### config.mk
export PLATFORM = sky130hd
export DESIGN_NAME = sse_outq_flat
export DESIGN_NICKNAME = d
export VERILOG_FILES = /design/src/hdl/sse_pkg.sv /design/src/hdl/sse_rsp_if.sv /design/src/hdl/sse_outq.sv /design/src/flat_wrapper.sv
export SDC_FILE = /design/constraint.sdc
export NUM_CORES = 1
export LEC_CHECK = 0
export BUFFER_PORTS_ARGS = -buffer_cell sky130_fd_sc_hd__buf_2
export CAP_MARGIN = 10
export CORE_UTILIZATION = 49
export CTS_BUF_LIST = sky130_fd_sc_hd__clkbuf_8
export CTS_CLUSTER_DIAMETER = 150
export DETAILED_ROUTE_END_ITERATION = 8
export PLACE_DENSITY_LB_ADDON = 0.3
export SLEW_MARGIN = 20
export SYNTH_ARGS = -nofsm -noshare
export SYNTH_HDL_FRONTEND = slang
export SYNTH_SLANG_ARGS = --single-unit
### constraint.sdc
create_clock -name clock -period 11.8 [get_ports clock]
set_input_delay 2.36 -clock clock [delete_from_list [all_inputs] [get_ports clock]]
set_output_delay 2.36 -clock clock [all_outputs]
set_load 0.005 [all_outputs]
### src/hdl/sse_pkg.sv
// shared types and constants of the 2d spring stretch element kernel
// no dependencies; sse_outq and the kernel refer to it by scoped names
package sse_pkg;

   // quotient bits kept by every divider; the widest in-range quotient
   // (stiffness terms) stays below 2^48
   localparam int unsigned QUOT_W = 49;
   // root width of the length units; squared edge length is below 2^67
   localparam int unsigned LEN_W = 34;
   localparam int unsigned SQ_W = 67;

   // edge geometry carried alongside the square root units
   typedef struct packed {
      logic [32:0] ax;
      logic [32:0] ay;
      logic [65:0] ax2;
      logic [65:0] ay2;
      logic [65:0] axay;
      logic [66:0] s;
      logic [31:0] k;
      logic        sx;
      logic        sy;
   } geo_type;

   // operands carried alongside the wide multipliers
   typedef struct packed {
      logic [65:0] den;
      logic [31:0] l0;
      logic [31:0] k;
      logic        dneg;
      logic        degen;
      logic        sx;
      logic        sy;
   } mid_type;

   // sign and special-case flags carried alongside the dividers
   typedef struct packed {
      logic dneg;
      logic degen;
      logic sx;
      logic sy;
   } flag_type;

   // one result item
   typedef struct packed {
      logic signed [31:0] force_first_x;
      logic signed [31:0] force_first_y;
      logic signed [31:0] stiff_xx;
      logic signed [31:0] stiff_xy;
      logic signed [31:0] stiff_yy;
      logic [31:0]        energy;
      logic               degenerate;
   } rsp_type;

endpackage

### src/hdl/sse_rsp_if.sv
// result channel of the spring element kernel: valid/ready and one result
// no dependencies
interface sse_rsp_if;
   logic               valid;
   logic               ready;
   logic signed [31:0] force_first_x;
   logic signed [31:0] force_first_y;
   logic signed [31:0] stiff_xx;
   logic signed [31:0] stiff_xy;
   logic signed [31:0] stiff_yy;
   logic [31:0]        energy;
   logic               degenerate;

   modport source (
      output valid, force_first_x, force_first_y, stiff_xx, stiff_xy, stiff_yy,
             energy, degenerate,
      input  ready
   );
   modport sink (
      input  valid, force_first_x, force_first_y, stiff_xx, stiff_xy, stiff_yy,
             energy, degenerate,
      output ready
   );
endinterface

### src/hdl/sse_outq.sv
// two-entry result queue between the pipeline and the result channel
// depends on sse_pkg and sse_rsp_if
module sse_outq (
   input  logic              clock,
   input  logic              reset,
   input  logic              push,
   input  sse_pkg::rsp_type  push_data,
   output logic              space,
   sse_rsp_if.source         rsp_if
);

   sse_pkg::rsp_type entry_ff [2];
   logic             wr_ptr_ff;
   logic             rd_ptr_ff;
   logic [1:0]       count_ff;
   logic [1:0]       count_in;
   logic             pop;
   sse_pkg::rsp_type head;

   assign pop      = rsp_if.valid && rsp_if.ready;
   assign count_in = count_ff + 2'(push) - 2'(pop);
   assign space    = (count_ff != 2'd2);

   // pointers and fill count
   always_ff @(posedge clock) begin
      if (reset) begin
         wr_ptr_ff <= 1'b0;
         rd_ptr_ff <= 1'b0;
         count_ff  <= '0;
      end else begin
         if (push) begin
            wr_ptr_ff <= !wr_ptr_ff;
         end
         if (pop) begin
            rd_ptr_ff <= !rd_ptr_ff;
         end
         count_ff <= count_in;
      end
   end

   // storage
   always_ff @(posedge clock) begin
      if (push) begin
         entry_ff[wr_ptr_ff] <= push_data;
      end
   end

   // head item onto the channel
   assign head                 = entry_ff[rd_ptr_ff];
   assign rsp_if.valid         = (count_ff != 2'd0);
   assign rsp_if.force_first_x = head.force_first_x;
   assign rsp_if.force_first_y = head.force_first_y;
   assign rsp_if.stiff_xx      = head.stiff_xx;
   assign rsp_if.stiff_xy      = head.stiff_xy;
   assign rsp_if.stiff_yy      = head.stiff_yy;
   assign rsp_if.energy        = head.energy;
   assign rsp_if.degenerate    = head.degenerate;

endmodule

### src/flat_wrapper.sv
// flat-port wrapper written by rule: the top's interface ports become plain ports
module sse_outq_flat 
  (clock, reset, push, push_data, space, rsp_if_valid, rsp_if_force_first_x, rsp_if_force_first_y, rsp_if_stiff_xx, rsp_if_stiff_xy, rsp_if_stiff_yy, rsp_if_energy, rsp_if_degenerate, rsp_if_ready);
  sse_rsp_if rsp_if_i ();
  input  logic clock;
  input  logic reset;
  input  logic push;
  input  sse_pkg::rsp_type push_data;
  output logic space;
  output wire logic [$bits(rsp_if_i.valid)-1:0] rsp_if_valid;
  output wire logic [$bits(rsp_if_i.force_first_x)-1:0] rsp_if_force_first_x;
  output wire logic [$bits(rsp_if_i.force_first_y)-1:0] rsp_if_force_first_y;
  output wire logic [$bits(rsp_if_i.stiff_xx)-1:0] rsp_if_stiff_xx;
  output wire logic [$bits(rsp_if_i.stiff_xy)-1:0] rsp_if_stiff_xy;
  output wire logic [$bits(rsp_if_i.stiff_yy)-1:0] rsp_if_stiff_yy;
  output wire logic [$bits(rsp_if_i.energy)-1:0] rsp_if_energy;
  output wire logic [$bits(rsp_if_i.degenerate)-1:0] rsp_if_degenerate;
  input wire logic [$bits(rsp_if_i.ready)-1:0] rsp_if_ready;
  assign rsp_if_valid = rsp_if_i.valid;
  assign rsp_if_force_first_x = rsp_if_i.force_first_x;
  assign rsp_if_force_first_y = rsp_if_i.force_first_y;
  assign rsp_if_stiff_xx = rsp_if_i.stiff_xx;
  assign rsp_if_stiff_xy = rsp_if_i.stiff_xy;
  assign rsp_if_stiff_yy = rsp_if_i.stiff_yy;
  assign rsp_if_energy = rsp_if_i.energy;
  assign rsp_if_degenerate = rsp_if_i.degenerate;
  assign rsp_if_i.ready = rsp_if_ready;
  sse_outq u_core (.clock(clock), .reset(reset), .push(push), .push_data(push_data), .space(space), .rsp_if(rsp_if_i));
endmodule
==> results.txt <==
Max Cap Viol: 0
register area: 0.0117 mm^2
arrival time worst endpoint: 2850 ps
max_slew headroom: 0.224
count of final setup violators: 0
Port Buffer Count: 391
Die Span X: 172 um
status: finished clean
1st-pass router iterations: 4
Congestion Overflow GR: 0
leading cell type in the layout, fill and taps excluded: buf_2
first-pass GRT wire length: 39.6 mm
overall routing resource usage: 0.179
Post-Syn Area: 0.0142 mm^2
vias per std cell: 4.92
Fin. Hold Viols: 0
Max VDD drop: 0.132 mV
Die Y: 172 um
Placed Area: 0.0165 mm^2
setup TNS: 0 ps
critical path launch point type: flop
Crit Path Max Fanout: 78
Synth cell types: 16
H-tree depth reported by CTS: 2
pin count of the biggest net entering global routing: 194
Power Density: 182 mW/mm^2
Final WS setup: 6590 ps
per-cell routed wire length: 18.7 um
layout cells sized above 1: 0.603
Final Max Tran Viols: 0
Ports: 392
DR vias: 7295
core area: 0.0282 mm^2
most frequent cells in the layout: buf_2 (391), edfxtp_1 (386), mux2_2 (195)
total power: 3.20 mW
Rows: 61
Worst Path Required: 9440 ps
Finished Cell Area: 0.0176 mm^2
Syn Nets: 822
synth warn: 0
Clk pin slew, worst setup/hold paths: 60 ps
root buf cell: clkbuf_8
Period minus WS final: 5210 ps
dpl hpwl: 18.1 mm
total clock sinks: 391
RSZ-0062 raised after global routing: false
First DRT Iteration DRCs: 391
Leak: 6.64 nW
Num CTS Buffers: 60
CTS tree: built
worst hold path type: reg -> reg
WL final: 27.7 mm
synthesized area per cell: 22.8 um^2
area delta synth->final: 23.9%
multi-input combinational cell area: 0.00232 mm^2
postcts setup bufs: 0
pre-CTS setup slack: 7160 ps
worst slew pin tran: 1160 ps
hold bufs inserted after CTS: 0
critical path type: reg -> out
Clock Tree Buf Depth: 3
final period utilization: 0.441
fmax: 0.192 GHz
final net count: 1259
clock latency on the worst-skew pair: 580 ps
DRC: 0
#FFs+latches synth: 391
sequential-to-total area share from yosys stat: 0.824
die area: 0.0296 mm^2
Cells after Synth: 623
Fin Hold WS: 596 ps
Setup Skew: 26.4 ps
PostCTS Resize Cnt: 0
fillers: 2026
post-route ant nets: 0
Placer Congestion: 0.738
Setup crit end kind: output pin
number of global-route vias before repair: 7497
initial antenna violation count: 6
initial core utilization: 0.504
[sequential cells by signal (all words and copies together) (netlist names), named ones only]
register and count:
u_core.wr_ptr_ff 1, u_core.count_ff 2, u_core.rd_ptr_ff 1, u_core.entry_ff 386
[critical path, cell delays in order, from the launching register on]
cell and delay (ps):
dfxtp_4 750, buf_4 840, mux2_2 430, buf_2 130
[synth_stat cells]
library cell | number | area share
edfxtp_1 | 386 | 0.82
mux2_2 | 195 | 0.15
buf_4 | 11 | 0.0058
buf_6 | 8 | 0.0064
dfxtp_1 | 5 | 0.0071
nor2_1 | 3 | 0.00079
nor2b_1 | 3 | 0.0013
buf_2 | 2 | 0.00071
ha_1 | 2 | 0.0018
inv_1 | 2 | 0.00053
and2_1 | 1 | 0.00044
nand2_1 | 1 | 0.00026
o21a_1 | 1 | 0.00053
or2_2 | 1 | 0.00044
xnor2_1 | 1 | 0.00062
xnor3_1 | 1 | 0.0016
[layout make-up]
type                    instances  area share
well taps                     378      0.0269
clock buffers                  64      0.0501
multi-input cells             209       0.132
flip-flops and latches        391       0.665
inverters                       2    0.000427
repair buffers                396       0.114
clock inverters                40      0.0108
diodes                          3    0.000427
[per-stage QoR]
| stage | instances | utilization |
|---|---|---|
| 2_1_floorplan | 623 | - |
| 3_3_place_gp | 1376 | 0.586 |
| 3_5_place_dp | 1376 | 0.586 |
| 4_1_cts | 1480 | 0.624 |
| 5_1_grt | 1482 | 0.624 |
| 6_report | 1483 | 0.624 |
[path summary, 6_finish.rpt]
path	cells after the start	end	start	slack (ps)
hold reg to reg	2	u_core.wr_ptr_ff	u_core.wr_ptr_ff	600
hold / removal	2	u_core.wr_ptr_ff	u_core.wr_ptr_ff	600
setup / recovery	3	rsp_if_force_first_y[6]	flop	6590
setup reg to reg	2	u_core.entry_ff[1][154]	u_core.wr_ptr_ff	9350
[layer usage]
layer | up-vias | GRT usage | share of wire
met5 | - | 0 | 0.00083
met4 | 4 | 0.0666 | 0.024
met3 | 55 | 0.0787 | 0.11
met2 | 349 | 0.297 | 0.48
met1 | 3512 | 0.205 | 0.38
li1 | 3375 | - | -
[where the power goes]
group	internal, mW	switching, mW	total [mW]
Sequential	1.63	0.0400	1.67
Clock	0.516	0.469	0.984
Combinational	0.300	0.252	0.551
[cell families (layout without fill, tap and decap cells)]
logic type,count (synthesis),count (layout),share of synthesized area
AO/OA/AOI/OAI,1,1,0.000529
XOR/XNOR,2,2,0.00220
adder cells (fa/ha/maj),2,2,0.00176
buffers and inverters,23,502,0.0134
flip-flops,391,391,0.824
multiplexers,195,195,0.155
other,0,3,0
AND/OR/NAND/NOR,9,9,0.00326
No activity file was read; power rests on OpenSTA's default activity.
