==> config.mk <==
export PLATFORM = sky130hd
export DESIGN_NAME = sse_delay
export DESIGN_NICKNAME = d
export VERILOG_FILES = /design/src/hdl/sse_delay.sv
export SDC_FILE = /design/constraint.sdc
export NUM_CORES = 1
export LEC_CHECK = 0
export ABC_CLOCK_PERIOD_IN_PS = 1700
export BUFFER_PORTS_ARGS = -buffer_cell sky130_fd_sc_hd__buf_2
export CORE_AREA = 5 5 42 44
export CTS_BUF_LIST = sky130_fd_sc_hd__clkbuf_4 sky130_fd_sc_hd__clkbuf_8
export DETAILED_ROUTE_END_ITERATION = 12
export DIE_AREA = 0 0 47 49
export PLACE_DENSITY = 0.74
export SLEW_MARGIN = 10
export SYNTH_ARGS = -nofsm -noshare
export SYNTH_HDL_FRONTEND = slang
export SYNTH_SLANG_ARGS = --single-unit
==> constraint.sdc <==
create_clock -name clock -period 1.7 [get_ports clock]
set_input_delay 0.085 -clock clock [delete_from_list [all_inputs] [get_ports clock]]
set_output_delay 0.085 -clock clock [all_outputs]
set_load 0.1 [all_outputs]
==> src/hdl/sse_delay.sv <==
// delay line with a valid bit per stage, advanced by the pipeline enable
// no dependencies
module sse_delay #(
   parameter int unsigned WIDTH = 8,
   parameter int unsigned DEPTH = 2
) (
   input  logic             clock,
   input  logic             reset,
   input  logic             ce,
   input  logic             in_valid,
   input  logic [WIDTH-1:0] in_data,
   output logic             out_valid,
   output logic [WIDTH-1:0] out_data
);

   logic [DEPTH-1:0] valid_ff;
   logic [WIDTH-1:0] data_ff [DEPTH];

   // valid bits
   always_ff @(posedge clock) begin
      if (reset) begin
         valid_ff <= '0;
      end else if (ce) begin
         valid_ff[0] <= in_valid;
         for (int i = 1; i < DEPTH; i++) begin
            valid_ff[i] <= valid_ff[i-1];
         end
      end
   end

   // payload taps
   always_ff @(posedge clock) begin
      if (ce) begin
         data_ff[0] <= in_data;
         for (int i = 1; i < DEPTH; i++) begin
            data_ff[i] <= data_ff[i-1];
         end
      end
   end

   assign out_valid = valid_ff[DEPTH-1];
   assign out_data  = data_ff[DEPTH-1];

endmodule

==> results of run 1 <==
==> metrics by stage <==
step	setup WS, ns	util
global route	0.520	0.563
finish	0.576	0.563
floorplan	0.460	-
global placement	0.896	0.477
detailed placement	0.845	0.477
CTS	0.561	0.563
==> report_power, final <==
group / total (mW) / internal, mW / leakage [nW] / switching (mW)
Clock: 0.223 / 0.107 / 0.0184 / 0.116
Combinational: 0.151 / 0.0332 / 0.133 / 0.118
Sequential: 0.524 / 0.516 / 0.173 / 0.00772
==> cells in the final DEF (no fill, tap or decap) <==
master / instances
dlygate4sd3_1: 9
nor2_1: 2
clkbuf_4: 4
buf_2: 20
dfxtp_1: 2
edfxtp_1: 16
mux2i_1: 2
==> routing by layer <==
layer	track usage	part of all wire	up-vias	wire, um
met5	0	0	-	0
met4	0.0553	0.0057	0	5
met3	0.0221	0.12	2	108
met2	0.149	0.53	16	466
met1	0.108	0.34	135	295
li1	-	-	149	-
==> state kept, by name (all words and copies together) (netlist names) <==
name      count
data_ff      16
valid_ff      2
==> final timing paths <==
check,depth (start not counted),end,from,slack [ns]
hold / removal,3,valid_ff[0]$_SDFFE_PP0P_,in_valid,0.06
hold reg to reg,0,data_ff[0][15]$_DFFE_PP_,data_ff[0][7]$_DFFE_PP_,0.43
setup / recovery,1,out_valid,valid_ff[1]$_SDFFE_PP0P_,0.58
setup reg to reg,0,data_ff[0][12]$_DFFE_PP_,data_ff[0][4]$_DFFE_PP_,1.06
==> logic make-up after synthesis <==
logic type | Yosys count | synth area share
buffers and inverters | 8 | 0.0988
muxes | 2 | 0.0329
and+or+nand+nor | 2 | 0.0124
DFF | 18 | 0.856
==> final cells by class <==
cell class | count | area (um2) | area share
Timing Repair Buffer | 29 | 190 | 0.241
Sequential cell | 18 | 520 | 0.660
Tap cell | 16 | 20.0 | 0.0254
Multi-Input combinational cell | 4 | 27.5 | 0.0349
Clock buffer | 4 | 30.0 | 0.0381
==> results.md, run 1 <==
- Total power: 898 uW
- CTS sink cnt: 18
- Max-cap violations: 0
- Number of global-route vias before repair: between 300 and 400
- Post-synth cell types: 5
- Die height: 49 um
- Final clock skew: approximately 0.0023 ns
- Most common cell in the netlist: edfxtp_1
- Clock Latency Late Sink: between 0.2 and 0.3 ns
- Crit path required time: 1.62 ns
- # diodes: 0
- Post-CTS sizing: 0
- Layout cell share with drive strength beyond 1: 0.436
- Design area: ~790 um2
- Final wirelength: between 800 and 900 um
- Crit Path Class: register to output port
- Leading area contributor after synthesis: edfxtp_1
- DRC Markers: 0
- Die area: ~2300 um2
- Slew Viols, Final: 0
- Std-Cell Rows: 14
- Tot GR Track Use: 0.0933
- Clk slew on worst S/H paths: 0.09 ns
- Placed cell areas: approximately 670 um2
- # H-tree levels: 1
- Die X: between 40 and 50 um
- P per Cell Area: about 1100 nW/um2
- Top post-synthesis cells by area: edfxtp_1 (79%), buf_4 (9.9%), dfxtp_1 (6.6%)
- Net Count, Synth: 42
- Seq/Total Area, Yosys: 0.856
- Hold WS: approximately 0.063 ns
- Routability cong.: 0.595
- TritonCTS Buffers: 3
- Initial antenna violation count: 0
- Post-layout minimum cycle time: roughly 1.1 ns
- Post-synth EDFFs: 16
- Critical path's top delay family: buffers and inverters
- Avg Vias per Cell: between 4 and 5
- I/O Pins: 21
- Post-synthesis average cell area: roughly 20 um2
- Final Hold Vio Count: 0
- Fin nets: 68
- Synthesized cell area: 608 um2
- WP data arrival: roughly 1.0 ns
- Post-synth ARST share: 0
- Gate Count Post-Synth: 30
- Pleak: about 0.32 nW
- Max FO, Critical Path: 2
- Worst path slowest cell: buf_2
- Slew headroom: 0.676
- Core Area: 1400 um2
- Max clock buf depth: 2
- Post-synth top area share: 0.790
- Hold_buf cts: 9
- Final setup TNS: 0 ns
- DRT iter0 DRCs: 0
- Largest net degree at the start of global routing: 19
- Synth cell count leaders: edfxtp_1 (16), buf_4 (8), dfxtp_1 (2), mux2i_1 (2), nor2_1 (2)
- Aggregate global routing overflow: 0
- First-pass GRT wire length: ~1500 um
- Ys Warns: 0
- Number of synthesized register bits: 18
- Max IR drop VDD: 0.655 mV
- Status: completed
- WL/cell: around 12 um
- CTS root buffer: clkbuf_4
- Setup violators final: 0
- Port Buf Inserts: 20
- RSZ-0062 raised after global routing: no
- Final worst-path cycle share: 0.661
- CP Capture Type: output port
- Crit path buffers/inverters: 1
- CP Launch Type: register
- CP cell instances: buf_2
- Worst Tran Pin Value: roughly 0.5 ns
- Hold crit path type: input port to register
- Setup Fix Bufs, Post-CTS: 0
- FILL cells: ~120
- Antenna-violating nets left: 0
- Fmax achieved: 0.889 GHz
- TritonCTS clock tree: yes
- Area growth syn-to-layout: 29.6%
- DR vias: slightly above 300
- Drt pass-1 iters: 1
- Top_reg_cell synth: edfxtp_1
- Final Non-Filler Cells: slightly above 70
- Peak per-stage delay on the critical path: ~0.42 ns
- Dpl cells: 58
- Initial core utilization: 0.434
Power figures use the tool's default switching activity.
==> inputs of run 2 (changes only) <==
--- a/config.mk
+++ b/config.mk
@@ -5,12 +5,12 @@
 export SDC_FILE = /design/constraint.sdc
 export NUM_CORES = 1
 export LEC_CHECK = 0
-export ABC_CLOCK_PERIOD_IN_PS = 1700
+export ABC_CLOCK_PERIOD_IN_PS = 900
 export BUFFER_PORTS_ARGS = -buffer_cell sky130_fd_sc_hd__buf_2
-export CORE_AREA = 5 5 42 44
+export CORE_MARGIN = 5
+export CORE_UTILIZATION = 44
 export CTS_BUF_LIST = sky130_fd_sc_hd__clkbuf_4 sky130_fd_sc_hd__clkbuf_8
 export DETAILED_ROUTE_END_ITERATION = 12
-export DIE_AREA = 0 0 47 49
 export PLACE_DENSITY = 0.74
 export SLEW_MARGIN = 10
 export SYNTH_ARGS = -nofsm -noshare
==> constraint.sdc (replaced) <==
create_clock -name clock -period 0.9 [get_ports clock]
set_input_delay 0.045 -clock clock [delete_from_list [all_inputs] [get_ports clock]]
set_output_delay 0.045 -clock clock [all_outputs]
set_load 0.1 [all_outputs]
==> run 2 against run 1 <==
  * Hold slack gained 0.14 ns
  * Clock skew fell by 0.0020 ns
  * Clock power grew 66%
  * The flow now finishes with violations (negative setup slack)
  * Sequential power increased by 91%
  * Highest routed layer is now met3
  * Combinational power increased by 140%
  * Critical path type unchanged
  * Design area up 18%
==> results.md, run 2 (synthesis gave the netlist of run 1 again) <==
- HPWL Detailed: between 400 and 500 um
- Drt pass-1 iters: 2 (was 1)
- Crit path setup slack, layout: -0.0395 ns (was 0.576 ns)
- CTS sink cnt: 18 (unchanged)
- Die height: 47.2 um (was 49 um)
- Crit Path Class: register to output port (unchanged)
- Setup violators final: 8 (was 0)
- FILL cells: 95 (was 118)
- Max FFs per register: 16 (unchanged)
- RSZ-0062 raised after global routing: yes (was no)
- CTS root buffer: clkbuf_4 (unchanged)
- R2R depth: 2 (was 0)
- Comb pwr share: 0.210 (was 0.168)
- Clock Latency Late Sink: 0.28 ns (about the same)
- Post-layout minimum cycle time: between 0.9 and 1 ns
- WL/cell: 11.7 um (was 12.3 um)
- CP cell instances: buf_12 (was buf_2)
- FF-to-FF Start: valid_ff[1]$_SDFFE_PP0P_ (was data_ff[0][4]$_DFFE_PP_)
- Failing checks: negative setup slack
- Initial antenna violation count: 0 (unchanged)
- Largest regs: data_ff x16, valid_ff x2 (unchanged)
- Port Buf Inserts: 20 (unchanged)
- Die X: 47.2 um (was 47 um)
- Slew Viols, Final: 0 (unchanged)
- Worst setup path startpoint: data_ff[0][11]$_DFFE_PP_ (was valid_ff[1]$_SDFFE_PP0P_)
- TritonCTS Buffers: 3 (unchanged)
- Final clock skew: 0.000323 ns (was 0.00233 ns)
- Pleak: 0.373 nW (was 0.324 nW)
- Clk slew on worst S/H paths: 0.09 ns (about the same)
- Crit path depth: 1 (unchanged)
- Most frequent cells in the layout: edfxtp_1 (16), buf_2 (11), dlygate4sd3_1 (10) (was buf_2 (20), edfxtp_1 (16), dlygate4sd3_1 (9))
- Die area: 2230 um2 (was 2300 um2)
- Area growth syn-to-layout: 53.3% (was 29.6%)
- CP Capture Type: output port (unchanged)
- Reg2reg end: valid_ff[1]$_SDFFE_PP0P_ (was data_ff[0][12]$_DFFE_PP_)
- Final Hold Vio Count: 0 (unchanged)
- Crit path required time: 0.85 ns (was 1.62 ns)
- Clk pwr share: 0.213 (was 0.248)
- Initial core utilization: 0.467 (was 0.434)
- Sw Ratio: 0.265 (was 0.269)
- I/O Pins: 21 (unchanged)
- Final worst-path cycle share: 1.04
- Reg area: 524 um2 (was 520 um2)
- Hold Path Depth: 1 (was 3)
- Layout cell share with drive strength beyond 1: 0.429 (was 0.436)
- Core Area: 1300 um2 (was 1400 um2)
- Aggregate global routing overflow: 0 (unchanged)
- Post-CTS sizing: 0 (unchanged)
- Largest net degree at the start of global routing: 19 (unchanged)
- # H-tree levels: 1 (unchanged)
- Tot GR Track Use: 0.0963 (was 0.0933)
- Avg Vias per Cell: 4.14 (was 4.25)
- Flop pwr share: 0.576 (was 0.584)
- Max IR drop VDD: 1.23 mV (was 0.655 mV)
- Int Power: 1.28 mW (was 656 uW)
- Max-cap violations: 0 (unchanged)
- Peak per-stage delay on the critical path: 0.43 ns (was 0.42 ns)
- Design area: 932 um2 (was 788 um2)
- Max FO, Critical Path: 1 (was 2)
- DRT iter0 DRCs: 2 (was 0)
- Critical path's top delay family: flip-flops (was buffers and inverters)
- P per Cell Area: 1870 nW/um2 (was 1140 nW/um2)
- Final wirelength: 831 um (was 875 um)
- Fin nets: 69 (was 68)
- Number of global-route vias before repair: 308 (was 320)
- Std-Cell Rows: 13 (was 14)
- Status: finished, violations left (was completed)
- Area occupied by multi-input gates: 27.5 um2 (unchanged)
- Worst Setup EP: out_data[3] (was out_valid)
- DR vias: 294 (was 302)
- # diodes: 0 (unchanged)
- Reg-to-reg slack, setup: 0.26 ns (was 1.06 ns)
- WP data arrival: 0.89 ns (was 1.04 ns)
- Slew headroom: 0.751 (was 0.676)
- Total power: 1.74 mW (was 898 uW)
- Setup Fix Bufs, Post-CTS: 0 (unchanged)
- Crit path buffers/inverters: 1 (unchanged)
- Routability cong.: 0.584 (was 0.595)
- Max clock buf depth: 2 (unchanged)
- CP Launch Type: register (unchanged)
- Worst path slowest cell: edfxtp_1 (was buf_2)
- Fmax achieved: around 1.1 GHz
- First-pass GRT wire length: 1370 um (was 1480 um)
- Antenna-violating nets left: 0 (unchanged)
- Sw Pwr: 461 uW (was 242 uW)
- Commonest non-fill, non-tap cell in the layout: edfxtp_1 (was buf_2)
- Placed cell areas: 806 um2 (was 668 um2)
- Reg with most FFs: data_ff (unchanged)
- DRC Markers: 0 (unchanged)
- TritonCTS clock tree: yes (unchanged)
- Final setup TNS: -0.225 ns (was 0 ns)
- Hold crit path type: input port to register (unchanged)
- Worst Tran Pin Value: 0.373 ns (was 0.490 ns)
- Post-Place Setup Slack: 0.103 ns (was 0.845 ns)
-- run 2: worst min path at each step --
stage | startpoint | end | slack, ns
6_report | ce | data_ff[0][14]$_DFFE_PP_ | 0.20
2_1_floorplan | reset | valid_ff[1]$_SDFFE_PP0P_ | 0.11
5_1_grt | ce | data_ff[0][2]$_DFFE_PP_ | 0.20
4_1_cts | ce | data_ff[0][10]$_DFFE_PP_ | 0.20
3_3_place_gp | reset | valid_ff[1]$_SDFFE_PP0P_ | 0.21
3_5_place_dp | reset | valid_ff[1]$_SDFFE_PP0P_ | 0.22
-- run 2: layout make-up --
cell class | instances | area share
Sequential cell | 18 | 0.562
Tap cell | 15 | 0.0201
Clock buffer | 3 | 0.0242
Multi-Input combinational cell | 4 | 0.0295
Timing Repair Buffer | 30 | 0.360
Clock inverter | 1 | 0.00403
-- run 2: layer usage --
| layer | track usage | routed length, um |
|---|---|---|
| met1 | 0.106 | 300 |
| met5 | 0 | 0 |
| met3 | 0.0268 | 77 |
| met4 | 0.0663 | 0 |
| met2 | 0.160 | 452 |
-- run 2: what timing repair did --
action / CTS / global route
endpoints found under the hold margin: 10 / 0
hold buffers: 10 / 0
endpoints found under the setup margin: 8 / 8
-- run 2: power by group through the flow --
stage,Sequential [mW],Clock (mW),Combinational [mW]
2_1_floorplan,1.01,0,0.216
3_3_place_gp,1.02,0,0.330
3_5_place_dp,1.02,0,0.332
4_1_cts,1.00,0.384,0.365
5_1_grt,1.01,0.430,0.378
6_report,1.00,0.371,0.366
-- run 2: metrics by stage --
step                std cells  hold WS [ns]   util
floorplan                  30         0.108      -
global placement           57         0.213  0.619
detailed placement         57         0.218  0.619
CTS                        71         0.199  0.716
global route               71         0.201  0.716
finish                     71         0.200  0.716
==> inputs of run 3 (changes only) <==
--- a/config.mk
+++ b/config.mk
@@ -12,6 +12,7 @@
 export CTS_BUF_LIST = sky130_fd_sc_hd__clkbuf_4 sky130_fd_sc_hd__clkbuf_8
 export DETAILED_ROUTE_END_ITERATION = 12
 export PLACE_DENSITY = 0.74
+export RECOVER_POWER = 100
 export SLEW_MARGIN = 10
 export SYNTH_ARGS = -nofsm -noshare
 export SYNTH_HDL_FRONTEND = slang
==> run 3 against run 2 <==
  * The run still ends with negative setup slack left
  * Utilization stayed put
  * Fmax up 0.75%
  * Die area stayed put
  * Design area unchanged
  * Global-route usage unchanged
  * Hold slack improved by 0.087 ns
  * Sequential share of layout area is the same
  * Count of clock-buffer cells in the layout unchanged
  * Via count grew 1.0%
  * Combinational power about the same
  * Flip-flop and latch count unchanged
  * Largest cell class unchanged
  * Highest routed layer unchanged
==> results.md, run 3 (synthesis gave the netlist of run 1 again) <==
- Crit path required time: 0.85 ns (about the same)
- Clk slew on worst S/H paths: 0.09 ns (about the same)
- R2R depth: 2 (unchanged)
- CTS root buffer: clkbuf_4 (unchanged)
- Antenna-violating nets left: 0 (unchanged)
- Drt pass-1 iters: 2 (unchanged)
- WP data arrival: 0.89 ns (about the same)
- Max IR drop VDD: 1.20 mV (was 1.23 mV)
- Post-route core utilization: 0.716 (unchanged)
- Max FFs per register: 16 (unchanged)
- Slew Viols, Final: 0 (unchanged)
- Worst setup path startpoint: data_ff[0][11]$_DFFE_PP_ (unchanged)
- Total power: 1.73 mW (was 1.74 mW)
- Commonest non-fill, non-tap cell in the layout: edfxtp_1 (unchanged)
- Final setup TNS: -0.204 ns (was -0.225 ns)
- GR Layer Usage met2: 0.160 (unchanged)
- P per Cell Area: 1860 nW/um2 (was 1870 nW/um2)
- Final Hold Vio Count: 0 (unchanged)
- I/O Pins: 21 (unchanged)
- Setup violators final: 8 (unchanged)
- Final wirelength: 817 um (was 831 um)
- Die X: 47.2 um (unchanged)
- Sw Pwr: 453 uW (was 461 uW)
- Design area: 932 um2 (unchanged)
- Initial core utilization: 0.467 (unchanged)
- Global routing's busiest layer: met2 (unchanged)
- RSZ-0062 raised after global routing: yes (unchanged)
- Routability cong.: 0.584 (unchanged)
- Flop pwr share: 0.579 (was 0.576)
- Crit path depth: 1 (unchanged)
- Max FO, Critical Path: 1 (unchanged)
- Failing checks: negative setup slack (unchanged)
- Crit path setup slack, layout: -0.0326 ns (was -0.0395 ns)
- Final clock skew: 0.000306 ns (was 0.000323 ns)
- Slew headroom: 0.723 (was 0.751)
- Dpl cells: 57 (unchanged)
- CP cell instances: buf_12 (unchanged)
- Met1 usage: 0.106 (unchanged)
- Status: finished, violations left (unchanged)
- Max-cap violations: 0 (unchanged)
- Setup Fix Bufs, Post-CTS: 0 (unchanged)
- Largest net degree at the start of global routing: 19 (unchanged)
- DRT iter0 DRCs: 1 (was 2)
- DRC Markers: 0 (unchanged)
- Worst Tran Pin Value: 0.415 ns (was 0.373 ns)
- FILL cells: 95 (unchanged)
- Comb pwr share: 0.211 (was 0.210)
- HPWL Detailed: 495 um (unchanged)
- CP Launch Type: register (unchanged)
- Layout cell share with drive strength beyond 1: 0.429 (unchanged)
- DR vias: 297 (was 294)
- Sw Ratio: 0.262 (was 0.265)
- Fin nets: 69 (unchanged)
- Aggregate global routing overflow: 0 (unchanged)
- Core Area: 1300 um2 (unchanged)
- Final worst-path cycle share: 1.04 (about the same)
- Hold crit path type: input port to register (unchanged)
- Reg-to-reg slack, setup: 0.26 ns (about the same)
- Hold WS: 0.286 ns (was 0.200 ns)
- GRT met3 Usage: 0.0268 (unchanged)
- Avg Vias per Cell: 4.18 (was 4.14)
- Die area: 2230 um2 (unchanged)
- Port Buf Inserts: 20 (unchanged)
- Final Non-Filler Cells: 71 (unchanged)
- Pleak: 0.373 nW (about the same)
- Post-Place Setup Slack: 0.103 ns (unchanged)
- CTS sink cnt: 18 (unchanged)
- # diodes: 0 (unchanged)
- Crit path buffers/inverters: 1 (unchanged)
- Reg area: 524 um2 (unchanged)
- Most frequent cells in the layout: edfxtp_1 (16), dlygate4sd3_1 (10), buf_2 (9), buf_12 (9), clkbuf_4 (3) (was edfxtp_1 (16), buf_2 (11), dlygate4sd3_1 (10))
- Reg with most FFs: data_ff (unchanged)
- Worst Setup EP: out_data[3] (unchanged)
- # H-tree levels: 1 (unchanged)
- Fmax achieved: 1.07 GHz (was 1.06 GHz)
- First-pass GRT wire length: 1370 um (unchanged)
- Worst path slowest cell: edfxtp_1 (unchanged)
- Post-CTS sizing: 0 (unchanged)
- FF-to-FF Start: valid_ff[1]$_SDFFE_PP0P_ (unchanged)
- Reg2reg end: valid_ff[1]$_SDFFE_PP0P_ (unchanged)
- CP Capture Type: output port (unchanged)
- Clock Latency Late Sink: 0.27 ns (was 0.28 ns)
- Clk pwr share: 0.210 (was 0.213)
- WL/cell: 11.5 um (was 11.7 um)
- Max clock buf depth: 2 (unchanged)
- Critical path's top delay family: flip-flops (unchanged)
- Peak per-stage delay on the critical path: 0.42 ns (was 0.43 ns)
- Largest regs: data_ff x16, valid_ff x2 (unchanged)
- Placed cell areas: 806 um2 (unchanged)
- Area growth syn-to-layout: 53.3% (unchanged)
- TritonCTS clock tree: yes (unchanged)
- Std-Cell Rows: 13 (unchanged)
- Number of global-route vias before repair: 308 (unchanged)
- Post-layout minimum cycle time: 0.933 ns (was 0.940 ns)
- Initial antenna violation count: 0 (unchanged)
- Int Power: 1.28 mW (about the same)
- Die height: 47.2 um (unchanged)
- Area occupied by multi-input gates: 27.5 um2 (unchanged)
- Tot GR Track Use: 0.0963 (unchanged)
- TritonCTS Buffers: 3 (unchanged)
- Crit Path Class: register to output port (unchanged)
## run 3: cell types whose count changed in the layout (fill, tap and decap cells not counted)
cell,change
buf_2,-2
clkbuf_2,+2
## run 3: area by class of cell
| cell class | count | area share |
|---|---|---|
| clock buffers | 3 | 0.0242 |
| clock inverters | 1 | 0.00403 |
| multi-input cells | 4 | 0.0295 |
| flip-flops and latches | 18 | 0.562 |
| well taps | 15 | 0.0201 |
| repair buffers | 30 | 0.360 |
## run 3: worst min-delay path by stage
stage               slack (ns)   from  depth (start not counted)                        to
floorplan                 0.11  reset                          1  valid_ff[1]$_SDFFE_PP0P_
global placement          0.21  reset                          2  valid_ff[1]$_SDFFE_PP0P_
detailed placement        0.22  reset                          2  valid_ff[1]$_SDFFE_PP0P_
CTS                       0.20     ce                          1  data_ff[0][10]$_DFFE_PP_
global route              0.30     ce                          1   data_ff[0][2]$_DFFE_PP_
finish                    0.29     ce                          1  data_ff[0][14]$_DFFE_PP_
## run 3: repair_timing
item | CTS | global route
endpoints found under the setup margin | 8 | 8
hold buffers | 10 | 0
endpoints found under the hold margin | 10 | 0
## run 3: power by group through the flow
| stage | Sequential [mW] | Clock (mW) | Combinational [mW] |
|---|---|---|---|
| 6_report | 1.00 | 0.363 | 0.366 |
| 3_5_place_dp | 1.02 | 0 | 0.332 |
| 3_3_place_gp | 1.02 | 0 | 0.330 |
| 4_1_cts | 1.00 | 0.384 | 0.365 |
| 2_1_floorplan | 1.01 | 0 | 0.216 |
| 5_1_grt | 1.01 | 0.430 | 0.378 |
## run 3: routing by layer
metal / part of all wire / vias to the layer above
met3: 0.094 / 0
met4: 0 / 0
met2: 0.56 / 13
met5: 0 / -
met1: 0.34 / 131
li1: - / 153
